**src/design/ate_pkg.sv**
```systemverilog
// Shared constants, operation codes and control structs of the array table engine.
package ate_pkg;

    localparam int DEPTH       = 64;
    localparam int DATA_WIDTH  = 32;
    localparam int ADDR_W      = $clog2(DEPTH);
    localparam int CNT_W       = $clog2(DEPTH + 1);
    localparam int FUNC_W      = 4;
    localparam int POS_W       = 7;
    localparam int CAP_W       = 7;
    localparam int ANS_W       = 38;
    localparam int STATUS_W    = 3;
    localparam int IN_TDATA_W  = 48;
    localparam int OUT_TDATA_W = 48;
    localparam int DIV_CNT_W   = $clog2(ANS_W + 1);
    localparam int OP_W        = 5;

    localparam logic [CAP_W-1:0] CAP_RESET = CAP_W'(64);

    // Operation selected by an input beat.
    localparam logic [FUNC_W-1:0] FN_APPEND = 4'd0;
    localparam logic [FUNC_W-1:0] FN_INSERT = 4'd1;
    localparam logic [FUNC_W-1:0] FN_DELETE = 4'd2;
    localparam logic [FUNC_W-1:0] FN_SEARCH = 4'd3;
    localparam logic [FUNC_W-1:0] FN_GET    = 4'd4;
    localparam logic [FUNC_W-1:0] FN_SET    = 4'd5;
    localparam logic [FUNC_W-1:0] FN_MAX    = 4'd6;
    localparam logic [FUNC_W-1:0] FN_MIN    = 4'd7;
    localparam logic [FUNC_W-1:0] FN_SUM    = 4'd8;
    localparam logic [FUNC_W-1:0] FN_AVG    = 4'd9;

    // Result status codes.
    localparam logic [STATUS_W-1:0] ST_OK    = 3'd0;
    localparam logic [STATUS_W-1:0] ST_RANGE = 3'd1;
    localparam logic [STATUS_W-1:0] ST_FULL  = 3'd2;
    localparam logic [STATUS_W-1:0] ST_MISS  = 3'd3;
    localparam logic [STATUS_W-1:0] ST_EMPTY = 3'd4;

    // Datapath commands issued by the controller.
    localparam logic [OP_W-1:0] DP_NOP       = 5'd0;
    localparam logic [OP_W-1:0] DP_LOAD      = 5'd1;
    localparam logic [OP_W-1:0] DP_FAIL      = 5'd2;
    localparam logic [OP_W-1:0] DP_APPEND    = 5'd3;
    localparam logic [OP_W-1:0] DP_SET       = 5'd4;
    localparam logic [OP_W-1:0] DP_RD_POS    = 5'd5;
    localparam logic [OP_W-1:0] DP_CAPTURE   = 5'd6;
    localparam logic [OP_W-1:0] DP_UP_INIT   = 5'd7;
    localparam logic [OP_W-1:0] DP_UP_RD     = 5'd8;
    localparam logic [OP_W-1:0] DP_UP_WR     = 5'd9;
    localparam logic [OP_W-1:0] DP_UP_LAST   = 5'd10;
    localparam logic [OP_W-1:0] DP_DN_RD     = 5'd11;
    localparam logic [OP_W-1:0] DP_DN_WR     = 5'd12;
    localparam logic [OP_W-1:0] DP_DN_LAST   = 5'd13;
    localparam logic [OP_W-1:0] DP_SCAN_INIT = 5'd14;
    localparam logic [OP_W-1:0] DP_SCAN      = 5'd15;
    localparam logic [OP_W-1:0] DP_SCAN_END  = 5'd16;
    localparam logic [OP_W-1:0] DP_DIV       = 5'd17;
    localparam logic [OP_W-1:0] DP_DIV_END   = 5'd18;

    typedef struct packed {
        logic [OP_W-1:0]     op;
        logic [STATUS_W-1:0] code;
        logic                result_load;
    } dp_cmd_t;

    typedef struct packed {
        logic [FUNC_W-1:0] func;
        logic              full;
        logic              empty;
        logic              pos_gt_fill;
        logic              pos_ge_fill;
        logic              up_at_pos;
        logic              dn_last;
        logic              scan_hit;
        logic              scan_done;
        logic              div_done;
    } dp_stat_t;

endpackage

```
**src/design/array_table_engine.sv**
```systemverilog
// Top level of the array table engine: controller, datapath and result register.
//
//   Channel   Direction  Handshake            Payload
//   s_        in         s_tvalid / s_tready  s_tdata: func, value, position
//   m_        out        m_tvalid / m_tready  m_tdata: answer, status
//   cfg_      in         cfg_valid/cfg_ready  cfg_data: capacity
//
// Insert and delete shift the entries above the position; search, max, min, sum and average
// scan the table, and search stops early on a hit. The entry memory, with one read and one
// write a cycle, paces shifts and scans; average adds a one-bit-per-cycle divider over the
// 38-bit sum.
// Reset clears the fill count and sets capacity to 64; memory contents are not cleared.
// A finished result waits in the output register while the next beat is taken in.
module array_table_engine
    import ate_pkg::*;
(
    input  logic                   aclk,
    input  logic                   aresetn,
    input  logic                   s_tvalid,
    output logic                   s_tready,
    // s_tdata, from bit 0: func[3:0], value[31:0], position[6:0], zero pad
    input  logic [IN_TDATA_W-1:0]  s_tdata,
    output logic                   m_tvalid,
    input  logic                   m_tready,
    // m_tdata, from bit 0: answer[37:0], status[2:0], zero pad
    output logic [OUT_TDATA_W-1:0] m_tdata,
    input  logic                   cfg_valid,
    output logic                   cfg_ready,
    input  logic [CAP_W-1:0]       cfg_data
);

    dp_cmd_t             cmd;
    dp_stat_t            stat;
    logic [ANS_W-1:0]    dp_answer;
    logic [STATUS_W-1:0] dp_status;
    logic                out_free;

    logic                m_tvalid_reg, m_tvalid_next;
    logic [ANS_W-1:0]    m_answer_reg;
    logic [STATUS_W-1:0] m_status_reg;

    assign cfg_ready = 1'b1;
    assign out_free  = !m_tvalid_reg || m_tready;

    ate_ctrl u_ctrl (
        .aclk     (aclk),
        .aresetn  (aresetn),
        .in_valid (s_tvalid),
        .in_ready (s_tready),
        .out_free (out_free),
        .stat     (stat),
        .cmd      (cmd)
    );

    ate_datapath u_datapath (
        .aclk      (aclk),
        .aresetn   (aresetn),
        .s_tdata   (s_tdata),
        .cfg_valid (cfg_valid),
        .cfg_data  (cfg_data),
        .cmd       (cmd),
        .stat      (stat),
        .answer    (dp_answer),
        .status    (dp_status)
    );

    always_comb begin
        m_tvalid_next = m_tvalid_reg;
        if (cmd.result_load) begin
            m_tvalid_next = 1'b1;
        end else if (m_tready) begin
            m_tvalid_next = 1'b0;
        end
    end

    always_ff @(posedge aclk) begin
        if (!aresetn) begin
            m_tvalid_reg <= 1'b0;
        end else begin
            m_tvalid_reg <= m_tvalid_next;
        end
    end

    always_ff @(posedge aclk) begin
        if (cmd.result_load) begin
            m_answer_reg <= dp_answer;
            m_status_reg <= dp_status;
        end
    end

    assign m_tvalid = m_tvalid_reg;
    assign m_tdata  = {{(OUT_TDATA_W - ANS_W - STATUS_W){1'b0}}, m_status_reg, m_answer_reg};

endmodule

```
**src/design/ate_datapath.sv**
```systemverilog
// Datapath of the array table engine: entry memory, fill count, scan and divide units.
module ate_datapath
    import ate_pkg::*;
(
    input  logic                  aclk,
    input  logic                  aresetn,
    input  logic [IN_TDATA_W-1:0] s_tdata,
    input  logic                  cfg_valid,
    input  logic [CAP_W-1:0]      cfg_data,
    input  dp_cmd_t               cmd,
    output dp_stat_t              stat,
    output logic [ANS_W-1:0]      answer,
    output logic [STATUS_W-1:0]   status
);

    function automatic logic [ANS_W-1:0] sext_word(input logic [DATA_WIDTH-1:0] w);
        return {{(ANS_W - DATA_WIDTH){w[DATA_WIDTH-1]}}, w};
    endfunction

    logic [DATA_WIDTH-1:0] mem [DEPTH];
    logic [DATA_WIDTH-1:0] rd_data_reg;

    logic [FUNC_W-1:0]     func_reg,     func_next;
    logic [DATA_WIDTH-1:0] word_reg,     word_next;
    logic [POS_W-1:0]      pos_reg,      pos_next;
    logic [CNT_W-1:0]      fill_reg,     fill_next;
    logic [CAP_W-1:0]      capacity_reg;
    logic [CNT_W-1:0]      ptr_reg,      ptr_next;
    logic                  rvalid_reg,   rvalid_next;
    logic [ANS_W-1:0]      acc_reg,      acc_next;
    logic [DATA_WIDTH-1:0] best_reg,     best_next;
    logic [CNT_W-1:0]      rem_reg,      rem_next;
    logic [ANS_W-1:0]      quo_reg,      quo_next;
    logic                  neg_reg,      neg_next;
    logic [DIV_CNT_W-1:0]  div_cnt_reg,  div_cnt_next;
    logic [ANS_W-1:0]      answer_reg,   answer_next;
    logic [STATUS_W-1:0]   status_reg,   status_next;

    logic                  mem_we;
    logic [ADDR_W-1:0]     mem_waddr;
    logic [DATA_WIDTH-1:0] mem_wdata;
    logic [ADDR_W-1:0]     mem_raddr;

    logic [CNT_W-1:0]      limit;
    logic [CNT_W-1:0]      pos_cnt;
    logic [CNT_W-1:0]      ptr_dec;
    logic [CNT_W-1:0]      ptr_inc;
    logic                  scan_first;
    logic [ANS_W-1:0]      acc_abs;
    logic [CNT_W:0]        div_trial;
    logic [CNT_W:0]        div_diff;
    logic                  div_fits;

    assign limit   = (CNT_W'(capacity_reg) < CNT_W'(DEPTH)) ? CNT_W'(capacity_reg)
                                                             : CNT_W'(DEPTH);
    assign pos_cnt = CNT_W'(pos_reg);
    assign ptr_dec = ptr_reg - CNT_W'(1);
    assign ptr_inc = ptr_reg + CNT_W'(1);

    // The word in rd_data_reg belongs to index ptr - 1 while a scan runs.
    assign scan_first = (ptr_reg == CNT_W'(1));

    assign acc_abs   = acc_reg[ANS_W-1] ? (~acc_reg + ANS_W'(1)) : acc_reg;
    assign div_trial = {rem_reg, quo_reg[ANS_W-1]};
    assign div_diff  = div_trial - {1'b0, fill_reg};
    assign div_fits  = (div_trial >= {1'b0, fill_reg});

    always_comb begin
        stat.func        = func_reg;
        stat.full        = (fill_reg >= limit);
        stat.empty       = (fill_reg == '0);
        stat.pos_gt_fill = (pos_cnt > fill_reg);
        stat.pos_ge_fill = (pos_cnt >= fill_reg);
        stat.up_at_pos   = (ptr_reg == pos_cnt);
        stat.dn_last     = (ptr_inc >= fill_reg);
        stat.scan_hit    = rvalid_reg && (func_reg == FN_SEARCH) && (rd_data_reg == word_reg);
        stat.scan_done   = !rvalid_reg && (ptr_reg >= fill_reg);
        stat.div_done    = (div_cnt_reg == '0);
    end

    // Memory port selection.
    always_comb begin
        mem_we    = 1'b0;
        mem_waddr = fill_reg[ADDR_W-1:0];
        mem_wdata = word_reg;
        mem_raddr = ptr_reg[ADDR_W-1:0];
        case (cmd.op)
            DP_APPEND: begin
                mem_we = 1'b1;
            end
            DP_SET, DP_UP_LAST: begin
                mem_we    = 1'b1;
                mem_waddr = pos_reg[ADDR_W-1:0];
            end
            DP_UP_WR, DP_DN_WR: begin
                mem_we    = 1'b1;
                mem_waddr = ptr_reg[ADDR_W-1:0];
                mem_wdata = rd_data_reg;
            end
            DP_RD_POS: begin
                mem_raddr = pos_reg[ADDR_W-1:0];
            end
            DP_UP_RD: begin
                mem_raddr = ptr_dec[ADDR_W-1:0];
            end
            DP_DN_RD: begin
                mem_raddr = ptr_inc[ADDR_W-1:0];
            end
            default: begin
                mem_we = 1'b0;
            end
        endcase
    end

    always_comb begin
        func_next    = func_reg;
        word_next    = word_reg;
        pos_next     = pos_reg;
        fill_next    = fill_reg;
        ptr_next     = ptr_reg;
        rvalid_next  = rvalid_reg;
        acc_next     = acc_reg;
        best_next    = best_reg;
        rem_next     = rem_reg;
        quo_next     = quo_reg;
        neg_next     = neg_reg;
        div_cnt_next = div_cnt_reg;
        answer_next  = answer_reg;
        status_next  = status_reg;
        case (cmd.op)
            DP_LOAD: begin
                func_next   = s_tdata[FUNC_W-1:0];
                word_next   = s_tdata[FUNC_W +: DATA_WIDTH];
                pos_next    = s_tdata[FUNC_W + 32 +: POS_W];
                answer_next = '0;
                status_next = ST_OK;
            end
            DP_FAIL: begin
                answer_next = '0;
                status_next = cmd.code;
            end
            DP_APPEND, DP_UP_LAST: begin
                fill_next = fill_reg + CNT_W'(1);
            end
            DP_CAPTURE: begin
                answer_next = sext_word(rd_data_reg);
                ptr_next    = pos_cnt;
            end
            DP_UP_INIT: begin
                ptr_next = fill_reg;
            end
            DP_UP_WR: begin
                ptr_next = ptr_dec;
            end
            DP_DN_WR: begin
                ptr_next = ptr_inc;
            end
            DP_DN_LAST: begin
                fill_next = fill_reg - CNT_W'(1);
            end
            DP_SCAN_INIT: begin
                ptr_next    = '0;
                rvalid_next = 1'b0;
                acc_next    = '0;
                if (func_reg == FN_SEARCH) begin
                    status_next = ST_MISS;
                end
            end
            DP_SCAN: begin
                if (ptr_reg < fill_reg) begin
                    ptr_next    = ptr_inc;
                    rvalid_next = 1'b1;
                end else begin
                    rvalid_next = 1'b0;
                end
                if (rvalid_reg) begin
                    acc_next = acc_reg + sext_word(rd_data_reg);
                    if (scan_first
                        || ((func_reg == FN_MAX)
                            && ($signed(rd_data_reg) > $signed(best_reg)))
                        || ((func_reg == FN_MIN)
                            && ($signed(rd_data_reg) < $signed(best_reg)))) begin
                        best_next = rd_data_reg;
                    end
                end
                if (stat.scan_hit) begin
                    answer_next = ANS_W'(ptr_dec);
                    status_next = ST_OK;
                end
            end
            DP_SCAN_END: begin
                if ((func_reg == FN_MAX) || (func_reg == FN_MIN)) begin
                    answer_next = sext_word(best_reg);
                end else if (func_reg == FN_SUM) begin
                    answer_next = acc_reg;
                end
                // Prepare the divider on the magnitude of the sum.
                rem_next     = '0;
                quo_next     = acc_abs;
                neg_next     = acc_reg[ANS_W-1];
                div_cnt_next = DIV_CNT_W'(ANS_W);
            end
            DP_DIV: begin
                rem_next     = div_fits ? div_diff[CNT_W-1:0] : div_trial[CNT_W-1:0];
                quo_next     = {quo_reg[ANS_W-2:0], div_fits};
                div_cnt_next = div_cnt_reg - DIV_CNT_W'(1);
            end
            DP_DIV_END: begin
                answer_next = neg_reg ? (~quo_reg + ANS_W'(1)) : quo_reg;
            end
            default: begin
                func_next = func_reg;
            end
        endcase
    end

    always_ff @(posedge aclk) begin
        if (mem_we) begin
            mem[mem_waddr] <= mem_wdata;
        end
        rd_data_reg <= mem[mem_raddr];
    end

    always_ff @(posedge aclk) begin
        if (!aresetn) begin
            fill_reg     <= '0;
            capacity_reg <= CAP_RESET;
            rvalid_reg   <= 1'b0;
        end else begin
            fill_reg   <= fill_next;
            rvalid_reg <= rvalid_next;
            if (cfg_valid) begin
                capacity_reg <= cfg_data;
            end
        end
    end

    always_ff @(posedge aclk) begin
        func_reg    <= func_next;
        word_reg    <= word_next;
        pos_reg     <= pos_next;
        ptr_reg     <= ptr_next;
        acc_reg     <= acc_next;
        best_reg    <= best_next;
        rem_reg     <= rem_next;
        quo_reg     <= quo_next;
        neg_reg     <= neg_next;
        div_cnt_reg <= div_cnt_next;
        answer_reg  <= answer_next;
        status_reg  <= status_next;
    end

    assign answer = answer_reg;
    assign status = status_reg;

endmodule

```
**src/design/ate_ctrl.sv**
```systemverilog
// Controller state machine of the array table engine.
module ate_ctrl
    import ate_pkg::*;
(
    input  logic     aclk,
    input  logic     aresetn,
    input  logic     in_valid,
    output logic     in_ready,
    input  logic     out_free,
    input  dp_stat_t stat,
    output dp_cmd_t  cmd
);

    localparam int STATE_W = 4;

    localparam logic [STATE_W-1:0] S_IDLE    = 4'd0;
    localparam logic [STATE_W-1:0] S_DECODE  = 4'd1;
    localparam logic [STATE_W-1:0] S_CAPTURE = 4'd2;
    localparam logic [STATE_W-1:0] S_UP_RD   = 4'd3;
    localparam logic [STATE_W-1:0] S_UP_WR   = 4'd4;
    localparam logic [STATE_W-1:0] S_DN_RD   = 4'd5;
    localparam logic [STATE_W-1:0] S_DN_WR   = 4'd6;
    localparam logic [STATE_W-1:0] S_SCAN    = 4'd7;
    localparam logic [STATE_W-1:0] S_DIV     = 4'd8;
    localparam logic [STATE_W-1:0] S_DONE    = 4'd9;

    logic [STATE_W-1:0] state_reg, state_next;

    assign in_ready = (state_reg == S_IDLE);

    always_comb begin
        state_next      = state_reg;
        cmd.op          = DP_NOP;
        cmd.code        = ST_OK;
        cmd.result_load = 1'b0;
        case (state_reg)
            S_IDLE: begin
                if (in_valid) begin
                    cmd.op     = DP_LOAD;
                    state_next = S_DECODE;
                end
            end
            S_DECODE: begin
                state_next = S_DONE;
                case (stat.func)
                    FN_APPEND: begin
                        if (stat.full) begin
                            cmd.op   = DP_FAIL;
                            cmd.code = ST_FULL;
                        end else begin
                            cmd.op = DP_APPEND;
                        end
                    end
                    FN_INSERT: begin
                        // Range is checked before fullness.
                        if (stat.pos_gt_fill) begin
                            cmd.op   = DP_FAIL;
                            cmd.code = ST_RANGE;
                        end else if (stat.full) begin
                            cmd.op   = DP_FAIL;
                            cmd.code = ST_FULL;
                        end else begin
                            cmd.op     = DP_UP_INIT;
                            state_next = S_UP_RD;
                        end
                    end
                    FN_DELETE, FN_GET: begin
                        if (stat.pos_ge_fill) begin
                            cmd.op   = DP_FAIL;
                            cmd.code = ST_RANGE;
                        end else begin
                            cmd.op     = DP_RD_POS;
                            state_next = S_CAPTURE;
                        end
                    end
                    FN_SET: begin
                        if (stat.pos_ge_fill) begin
                            cmd.op   = DP_FAIL;
                            cmd.code = ST_RANGE;
                        end else begin
                            cmd.op = DP_SET;
                        end
                    end
                    FN_SEARCH: begin
                        cmd.op     = DP_SCAN_INIT;
                        state_next = S_SCAN;
                    end
                    FN_MAX, FN_MIN, FN_SUM, FN_AVG: begin
                        if (stat.empty) begin
                            cmd.op   = DP_FAIL;
                            cmd.code = ST_EMPTY;
                        end else begin
                            cmd.op     = DP_SCAN_INIT;
                            state_next = S_SCAN;
                        end
                    end
                    default: begin
                        cmd.op = DP_NOP;
                    end
                endcase
            end
            S_CAPTURE: begin
                cmd.op     = DP_CAPTURE;
                state_next = (stat.func == FN_DELETE) ? S_DN_RD : S_DONE;
            end
            S_UP_RD: begin
                if (stat.up_at_pos) begin
                    cmd.op     = DP_UP_LAST;
                    state_next = S_DONE;
                end else begin
                    cmd.op     = DP_UP_RD;
                    state_next = S_UP_WR;
                end
            end
            S_UP_WR: begin
                cmd.op     = DP_UP_WR;
                state_next = S_UP_RD;
            end
            S_DN_RD: begin
                if (stat.dn_last) begin
                    cmd.op     = DP_DN_LAST;
                    state_next = S_DONE;
                end else begin
                    cmd.op     = DP_DN_RD;
                    state_next = S_DN_WR;
                end
            end
            S_DN_WR: begin
                cmd.op     = DP_DN_WR;
                state_next = S_DN_RD;
            end
            S_SCAN: begin
                if (stat.scan_hit) begin
                    cmd.op     = DP_SCAN;
                    state_next = S_DONE;
                end else if (stat.scan_done) begin
                    cmd.op     = DP_SCAN_END;
                    state_next = (stat.func == FN_AVG) ? S_DIV : S_DONE;
                end else begin
                    cmd.op = DP_SCAN;
                end
            end
            S_DIV: begin
                if (stat.div_done) begin
                    cmd.op     = DP_DIV_END;
                    state_next = S_DONE;
                end else begin
                    cmd.op = DP_DIV;
                end
            end
            S_DONE: begin
                if (out_free) begin
                    cmd.result_load = 1'b1;
                    state_next      = S_IDLE;
                end
            end
            default: begin
                state_next = S_IDLE;
            end
        endcase
    end

    always_ff @(posedge aclk) begin
        if (!aresetn) begin
            state_reg <= S_IDLE;
        end else begin
            state_reg <= state_next;
        end
    end

endmodule
```
**config.mk**
```make
export PLATFORM = sky130hd
export DESIGN_NAME = array_table_engine
export DESIGN_NICKNAME = d
export VERILOG_FILES = /design/src/design/ate_pkg.sv /design/src/design/array_table_engine.sv /design/src/design/ate_datapath.sv /design/src/design/ate_ctrl.sv
export SDC_FILE = /design/constraint.sdc
export NUM_CORES = 2
export LEC_CHECK = 0
export BUFFER_PORTS_ARGS = -buffer_cell sky130_fd_sc_hd__buf_4
export CAP_MARGIN = 5
export CORE_ASPECT_RATIO = 1.1
export CORE_MARGIN = 2
export CORE_UTILIZATION = 60
export CTS_CLUSTER_DIAMETER = 30
export DETAILED_ROUTE_END_ITERATION = 8
export PLACE_DENSITY = 0.76
export RECOVER_POWER = 100
export SYNTH_ARGS = -nofsm -noshare
export SYNTH_HDL_FRONTEND = slang
export SYNTH_SLANG_ARGS = --single-unit
```
**constraint.sdc**
```tcl
create_clock -name aclk -period 10.4 [get_ports aclk]
set_input_delay 2.08 -clock aclk [delete_from_list [all_inputs] [get_ports aclk]]
set_output_delay 2.08 -clock aclk [all_outputs]
set_load 0.01 [all_outputs]
```
==> metrics.md <==
| Metric | Value |
|---|---|
| Slew Viols, Final | 2839 |
| Nets | 7582 |
| Post-route ant nets | 0 |
| Final Hold Vio Count | 0 |
| Clock Skews | 0.0871 ns |
| Root Buffer | clkbuf_16 |
| Failing checks | capacitance limit, slew limit |
| Worst Hold Depth | 0 |
| Drc violations | 0 |
| M1 GR Usage | 0.419 |
| Crit Path Category | reg2reg |
| Die W | 389 um |
| GR Util All Layers | 0.339 |
| P&R area growth vs syn | 17.6% |
| Cell Count, Final, Fillers Out | 9865 |
| Post-route design area | 0.115 mm^2 |
| DR vias/cell | 6.62 |
| DP Area | 0.101 mm^2 |
| R2R depth | 15 |
| Worst-Skew Late Latency | 0.98 ns |
| CTS tree | done |
| Clock Tree Buf Depth | 4 |
| Fin Setup TNS | 0 ns |
| Relative slew slack | -1.55 |
| CP arrival | 9.97 ns |
| Cell variety after synth | 78 |
| Met2 global-route usage | 0.546 |
| Post-synth ARST share | 0 |
| Die Height | 427 um |
| Number of global-route vias before repair | 64500 |
| CP Capture Type | flip-flop |
| H-tree depth | 5 |
| Reg with most FFs | u_datapath.mem |
| Unrepaired setup endpoints after global routing | false |
| Final period util | 0.880 |
| Number of setup buffers added after CTS | 0 |
| 1st-pass router iterations | 7 |
| Worst path required time | 11.22 ns |
| Dominant synthesized flop cell | edfxtp_1 |
| Sequential area share after synthesis | 0.719 |
| Worst-path fanout max | 30 |
| Cts bufs inserted | 413 |
| Min cycle time layout | 9.15 ns |
| PD cells | 256 mW/mm^2 |
| Commonest cells after routing, fill and taps aside | edfxtp_1, nand2_1, clkbuf_16 |
| Top post-synthesis cells by area | edfxtp_1, nand2_1, mux2i_1 |
| Layout cells sized above 1 | 0.125 |
| Cells after Synth | 7133 |
| Core area | 0.162 mm^2 |
| Largest net degree at the start of global routing | 195 |
| Startpoint types | flip-flop |
| Met3 Usage GRT | 0.0782 |
| Clock sinks | 2354 |
| Placed Instances | 9105 |
| Starting Density | 0.603 |
| Site Rows | 155 |
| Fmax | 109 MHz |
| WL/cell | 29.0 um |
| Initial DRC Count | 9210 |
| Commonest non-fill, non-tap cell in the layout | edfxtp_1 |
| Worst Tran Pin Value | 3.82 ns |
| Syn Area/Cell | 13.7 um^2 |
| GRT busiest layer | met2 |
| Detailed Route WL | 286000 um |
| Boundary Pins | 111 |
| Max-cap violations | 59 |
| Ys Warns | 0 |
| # resized after CTS | 0 |
| Global-route wire length before repair | 412000 um |
| Worst-path clk slew | 0.05 ns |
| Outcome | finished, violations left |
| Via Count | 65300 |
| Hold WC Path Type | reg2reg |
| Final core utilization | 0.709 |
| Max FFs per register | 2048 |
| Top cell type's share of synthesized area | 0.708 |
| Maximum vdd drop | 0.163 mV |
| Endpoints failing setup | 0 |
| Final GP Congestion | 0.930 |
| Antenna violations before repair | 15 |
| Gr ovfl total | 0 |
| Die footprint | 0.166 mm^2 |
| Cell taking the most area after synthesis | edfxtp_1 |
| Port Buf Inserts | 97 |
| Synth Register Bits | 2354 |
| Pleak | 39.4 nW |
| Hpwl dp | 152000 um |
| Post-synth EDFFs | 2302 |
| Cts hold-fix bufs | 0 |
| Syn Std Cell Area | 0.0976 mm^2 |
==> synth_stat cells, drive strengths merged (59+ instances only) <==
library cell	count
nor2	222
clkbuf	251
a311oi	66
a32oi	225
mux2i	322
nand4	116
inv	80
a31oi	135
a21oi	240
and2	77
o21ai	129
nand2	1589
xnor2	59
edfxtp	2302
ha	116
nand3	289
buf	174
a211oi	72
nor3	60
xor2	103
==> final timing paths <==
check                                  start                           endpoint  slack [ns]
max          u_datapath.ptr_reg[0]$_DFFE_PP_  u_datapath.rd_data_reg[9]$_DFF_P_        1.25
min          u_datapath.answer[19]$_DFFE_PP_         m_answer_reg[19]$_DFFE_PP_        0.41
max reg2reg  u_datapath.ptr_reg[0]$_DFFE_PP_  u_datapath.rd_data_reg[9]$_DFF_P_        1.25
min reg2reg  u_datapath.answer[19]$_DFFE_PP_         m_answer_reg[19]$_DFFE_PP_        0.41
==> through the flow <==
stage               hold slack [ns]  setup slack, ns  total power [mW]
floorplan                     0.400             3.77              14.1
global placement              0.402             2.63              15.6
detailed placement            0.405             2.47              15.7
CTS                           0.417             2.39              29.3
finish                        0.415             1.25              29.4
global route                  0.421             1.09              30.1
==> cell families after synthesis <==
| logic type | count (synthesis) | synth area share |
|---|---|---|
| other | 2 | 0.0000769 |
| AOI/OAI and AO/OA | 1097 | 0.0780 |
| and+or+nand+nor | 2564 | 0.117 |
| muxes | 330 | 0.0340 |
| xor gates and xnor gates | 162 | 0.0145 |
| DFF | 2354 | 0.719 |
| buffers and inverters | 505 | 0.0217 |
| adders and majority gates | 119 | 0.0155 |
==> where the power goes <==
part           internal, mW  switching, mW
Sequential             11.3          0.307
Clock                  8.93           4.76
Combinational          1.08           3.05
Total                  21.3           8.11
==> critical path: stages (launching register included) <==
cell      delay (ns)
edfxtp_1        0.82
inv_1           0.24
ha_1            0.36
nor2b_1         0.05
o21ai_0         0.15
a21oi_1         0.22
o21ai_0         1.38
nand4_1         0.61
or4_1           0.80
mux2i_2         0.83
nor2_1          0.27
nand2_1         1.30
o22ai_1         0.15
nor3_1          0.82
nand4_1         0.64
nor4b_2         0.36
==> per-layer routing <==
metal	part of all wire	vias up
li1	-	27700
met1	0.34	32100
met2	0.47	4615
met3	0.12	943
met4	0.067	10
met5	0.00055	-
==> cell type report <==
class | instances | area, um^2
sequential | 2354 | 70200
fill | 9828 | 47100
multi-input combinational | 4280 | 25800
clock buffer | 465 | 10700
clock inverter | 288 | 3490
tap | 2119 | 2650
timing repair buffer | 274 | 1730
inverter | 80 | 300
antenna | 5 | 12.5
No activity file was read; power rests on OpenSTA's default activity.
